--- config.mk ---
export PLATFORM = sky130hd
export DESIGN_NAME = msm_queue
export DESIGN_NICKNAME = d
export VERILOG_FILES = /design/src/design/msm_pkg.sv /design/src/design/msm_queue.sv
export SDC_FILE = /design/constraint.sdc
export NUM_CORES = 1
export LEC_CHECK = 0
export ABC_AREA = 1
export BUFFER_PORTS_ARGS = -buffer_cell sky130_fd_sc_hd__buf_2
export CORE_ASPECT_RATIO = 1.4
export CORE_MARGIN = 3
export CORE_UTILIZATION = 35
export CTS_CLUSTER_DIAMETER = 120
export CTS_CLUSTER_SIZE = 28
export DETAILED_ROUTE_END_ITERATION = 8
export GPL_TIMING_DRIVEN = 0
export HOLD_SLACK_MARGIN = 0.15
export PLACE_DENSITY_LB_ADDON = 0.12
export SYNTH_ARGS = -nofsm -noshare
export SYNTH_HDL_FRONTEND = slang
export SYNTH_SLANG_ARGS = --single-unit
--- constraint.sdc ---
create_clock -name clk_i -period 5.2 [get_ports clk_i]
set_clock_uncertainty 0.15 [all_clocks]
set_input_delay 1.04 -clock clk_i [delete_from_list [all_inputs] [get_ports clk_i]]
set_output_delay 1.04 -clock clk_i [all_outputs]
set_load 0.005 [all_outputs]
--- src/design/msm_pkg.sv ---
// Package for masked_softmax: shared types, exp table constants, item structs.
// No dependencies.
package msm_pkg;

  localparam int unsigned LogitW = 16;
  localparam int unsigned ProbW  = 16;
  localparam int unsigned SumW   = 25;
  localparam int unsigned IdxW   = 8;
  localparam int unsigned AccW   = 31;
  localparam logic [SumW-1:0] SumMax = {SumW{1'b1}};
  localparam logic [AccW-1:0] Q30One = 31'd1073741824;

  typedef enum logic {
    ActLoad = 1'b0,
    ActRead = 1'b1
  } action_e;

  typedef struct packed {
    logic             action;
    logic [IdxW-1:0]  index;
    logic [LogitW-1:0] logit;
    logic             legal;
  } in_item_t;

  typedef struct packed {
    logic [ProbW-1:0] probability;
    logic             none_legal;
  } out_item_t;

  typedef enum logic [3:0] {
    StIdle, StMaxRd, StMaxAcc, StSumRd, StExp, StSumAcc,
    StRdMem, StRdExp, StDiv, StOut
  } back_state_e;

  function automatic logic [29:0] exp_factor(input logic [3:0] k);
    logic [29:0] f;
    case (k)
      4'd0:  f = 30'd1069555701;
      4'd1:  f = 30'd1065385899;
      4'd2:  f = 30'd1057095000;
      4'd3:  f = 30'd1040706261;
      4'd4:  f = 30'd1008687096;
      4'd5:  f = 30'd947573834;
      4'd6:  f = 30'd836230973;
      4'd7:  f = 30'd651257337;
      4'd8:  f = 30'd395007542;
      4'd9:  f = 30'd145315154;
      4'd10: f = 30'd19666268;
      4'd11: f = 30'd360200;
      default: f = 30'd0;
    endcase
    return f;
  endfunction

endpackage

--- src/design/msm_queue.sv ---
// Two-entry item queue between front and back of masked_softmax.
// Depends on msm_pkg.
module msm_queue import msm_pkg::*; (
  input  logic     clk_i,
  input  logic     rst_ni,
  input  logic     push_i,
  input  in_item_t push_item_i,
  output logic     full_o,
  input  logic     pop_i,
  output in_item_t pop_item_o,
  output logic     empty_o
);
  in_item_t  slot_q [2];
  logic      wr_q, rd_q;
  logic [1:0] cnt_q;

  assign full_o     = cnt_q == 2'd2;
  assign empty_o    = cnt_q == 2'd0;
  assign pop_item_o = slot_q[rd_q];

  always_ff @(posedge clk_i or negedge rst_ni) begin
    if (!rst_ni) begin
      wr_q  <= 1'b0;
      rd_q  <= 1'b0;
      cnt_q <= 2'd0;
    end else begin
      if (push_i) wr_q <= ~wr_q;
      if (pop_i) rd_q <= ~rd_q;
      cnt_q <= cnt_q + 2'(push_i) - 2'(pop_i);
    end
  end

  always_ff @(posedge clk_i) begin
    if (push_i) slot_q[wr_q] <= push_item_i;
  end

  assert property (@(posedge clk_i) disable iff (!rst_ni) full_o |-> !push_i)
    else $error("push into full queue");
  assert property (@(posedge clk_i) disable iff (!rst_ni) empty_o |-> !pop_i)
    else $error("pop from empty queue");
  assert property (@(posedge clk_i) disable iff (!rst_ni) cnt_q != 2'd3)
    else $error("queue count out of range");
endmodule

* Word level (Yosys, flattened, before mapping)
Memory sizes are Yosys's and may differ from the RTL's.
Cells that the tools add are included.
** Word-level totals
- Logic and storage cells :: 12
- Register bits :: 4
- Input bits :: 30
- Memories :: 1
- ROM bits :: 0
- RAM bits :: 52
- Latch bits :: 0
** Memory list
- slot_q :: words 2, width 26, read ports 1, clocked after memory_dff 0, write ports 1, RTL line msm_queue.sv:13 : in_item_t slot_q [2];
** Cells by class
- Bitwise gates (word level) :: 2
- $add $sub $neg :: 2
- Reduce and logical (&&, ||, !) cells :: 1
- Multiply operators :: 0
- Shift-type cells :: 0
- Divide/modulo/power cells :: 0
- Eq/ne operators :: 1
- Magnitude comparators :: 0
- Muxes and demuxes :: 2
** Operator list (number)
- $add A2 B1 Y2 :: 1
- $eq A2 B2 Y1 const B :: 1
- $logic_not A2 Y1 :: 1
- $mux W1 :: 2
- $not A1 Y1 :: 2
- $sub A2 B1 Y2 :: 1

* Logic depth before layout (Yosys ltp)
- Depth in word-level cells :: 2
- Gate-level depth with buffers :: 7

* Worst setup path before layout
OpenSTA, ideal clock, no wires.
- Path kind :: input-to-reg
- Start point :: input push_i
- End point :: memory slot_q[0][0] in the netlist's numbering (enable)
- Stages :: 2
- Required time :: 4641 ps
- Library setup time :: 409 ps
- Data arrival time :: 2179 ps
- Path slack :: 2462 ps
- Cells stage by stage :: inv_1 nor2_1
** On the way
- Cells in the longest elaborated chain, start to end :: 2
** RTL lines
- start: declaration :: RTL line msm_queue.sv:6 : input logic push_i,
- $mux W1 :: RTL line msm_queue.sv:34 : if (push_i) slot_q[wr_q] <= push_item_i;
- $mux W1 (implied by the code) :: RTL line msm_queue.sv:34
- end: declaration :: RTL line msm_queue.sv:13
No other way between the ends.

==> metrics <==
status complete, no violations; final net count about 260; CP Cell Sequence buf_6 > buf_6 > o21ai_2 > buf_2; Least-Margin Pin Slew 1.04 ns; power share of the sequential group 45.0%; CTS tree done; CP bufs+invs 3; Sum Neg Setup Slack 0 ns; DR vias 1297; Critical-path top delay cell dfrtp_1; clk buf depth 2; core area 0.00603 mm2; antenna viol nets, final 0; DR WL/cell ~13 um; Layout Cells excl Fill 296; DRC viols 0; LEAKAGE 1.21 nW; Mapped Area 0.00225 mm2; period utilization between 40 and 50%; fraction of final layout cells sized beyond drive strength 1 41.6%; first-pass GRT wire length 6130 um; switching power 0.000443 W; Setup Crit Path Kind flop to primary output; number of global-route vias before repair 1318; final slew viol count 0; FF+latch area 0.00166 mm2; # diodes 0; max_slew headroom roughly 30%; crit path time final 2.46 ns; worst vdd ir 292 uV; syn avg cell area 14.0 um2; area of the multi-input gates 403 um2; Initial Utilization 37.4%; Num CTS Buffers 5; Critical Path Source Type flop; gr ovfl total 0; routability cong. between 0.6 and 0.7; Row Count 33; Hold Buf Count CTS 0; H-Tree Depth 2; crit path max fanout 10; maxcap violations 0; clock group share of total power 19.7%; # IOs 58; die span in y 101 um; initial antenna violation count 0; yosys warns 0; All-Layer GR Usage 11.1%; largest net degree at the start of global routing 27; setup bufs post-CTS 0; synthesis-stage register bit count 56; CTS Sinks 56; clk_lat worst skew 0.30 ns; Fillers 560; routed wire length 3860 um; sequential share of the synthesized area 73.8%; CP Data Required Time 4.01 ns; pwr/cell area 511 mW/mm2; most used cell, CP buf_6; placed insts 288; Comb pwr share 35.4%; RSZ-0062 raised after global routing false; Fin. Hold Viols 0; min-delay worst type input pin to asynchronous set/reset pin; CTS clk-pin slew, worst paths 0.09 ns; Syn Nets 193; drt pass-1 iters 4; critical path's top delay family buffers and inverters; Worst path max stage delay 0.38 ns; endpoints failing setup 0; area grow syn2layout 21.8%; Max Fclk 0.407 GHz; Die X 73.8 um; CTS resizes 0; DP HPWL 2670 um; distinct cell type count after synthesis 13; switch share around a third; number of buffers added on ports 57; Synth Instances 161; die area 0.00745 mm2; CTS root buf clkbuf_8; CP Capture Type primary output; internal power 0.000959 W; Vias/cell 4.38; DR iter-0 viols 30; Data arrival, critical path 1.27 ns
-- cell type report --
cell class              count  area share (%)
clock buffers               5            2.51
clock inverters             3            1.55
multi-input cells          66            14.7
flip-flops and latches     56            60.6
plain buffers               6            2.60
repair buffers             57            10.4
well taps                  70            3.19
inverters                  33            4.51
-- path summary, 6_finish.rpt --
kind	from	endpoint	slack [ns]	depth (start not counted)
min reg2reg	wr_q	wr_q	0.41	1
max in group asynchronous	rst_ni	cnt_q[1]	4.41	1
min in group clk_i	wr_q	wr_q	0.41	1
max	rd_q	pop_item_o[3]	2.74	4
min	rst_ni	wr_q	0.37	1
max reg2reg	wr_q	slot_q[1][12]	3.42	2
-- placed cells by master (no fill, tap or decap) --
cell type  instances
o21ai_0            2
nor2_1             2
buf_8              1
inv_1             33
nand3_1            1
clkbuf_8           5
ha_1               2
buf_6              5
o21ai_1            1
clkinv_4           1
nor2_4             1
clkinv_1           1
buf_2             57
bufinv_16          1
edfxtp_1          52
dfrtp_1            4
o21ai_2           23
nand2_1           32
xor2_1             2
-- state kept, by name, summed over array words and instances (netlist names) --
signal  flops
rd_q        1
wr_q        1
cnt_q       2
slot_q     52
-- layer usage --
layer | vias to the layer above | share of wire [%] | GRT usage (%)
met5 | - | 0 | 0
met4 | 0 | 1.2 | 4.18
met3 | 4 | 5.8 | 2.99
met2 | 39 | 54 | 20.4
met1 | 595 | 39 | 11.8
li1 | 659 | - | -
-- cells in the mapped netlist --
master	n	area [um2]
o21ai_2	23	201
o21ai_1	1	5.00
o21ai_0	2	10.0
edfxtp_1	52	1560
nand3_1	1	5.00
ha_1	2	25.0
inv_1	33	124
buf_6	5	56.3
buf_8	1	15.0
nand2_1	32	120
dfrtp_1	4	100
nor2_1	3	11.3
xor2_1	2	17.5
-- metrics by stage --
| step | power [W] | cell area [um2] | utilization, % | hold slack [ns] | setup WS [ns] |
|---|---|---|---|---|---|
| floorplan | 0.000956 | 2250 | - | 0.313 | 2.46 |
| global placement | 0.00115 | 2630 | 43.5 | 0.328 | 1.50 |
| detailed placement | 0.00116 | 2630 | 43.7 | 0.394 | 2.60 |
| CTS | 0.00144 | 2740 | 45.5 | 0.364 | 2.71 |
| global route | 0.00151 | 2740 | 45.5 | 0.358 | 2.67 |
| finish | 0.00140 | 2740 | 45.5 | 0.374 | 2.74 |
-- cells by family after synthesis --
kind of cell / count (synthesis) / synth area share, %
AND/OR/NAND/NOR: 36 / 6.06
AO/OA/AOI/OAI: 26 / 9.61
buffers and inverters: 39 / 8.67
adder cells (fa/ha/maj): 2 / 1.11
flip-flops: 56 / 73.8
XOR/XNOR: 2 / 0.778
-- power groups by stage --
stage | clock (W) | sequential [W] | combinational [W]
after floorplan | 0 | 0.000634 | 0.000323
after global placement | 0 | 0.000640 | 0.000514
after detailed placement | 0 | 0.000642 | 0.000520
after CTS | 0.000287 | 0.000631 | 0.000521
after global routing | 0.000307 | 0.000640 | 0.000561
final | 0.000276 | 0.000631 | 0.000496
-- worst register-to-register path, cell delays in order (launching register included) --
cell	delay (ns)
dfrtp_1	0.43
nand2_1	0.07
inv_1	0.75
(Power assumes the default switching activity.)
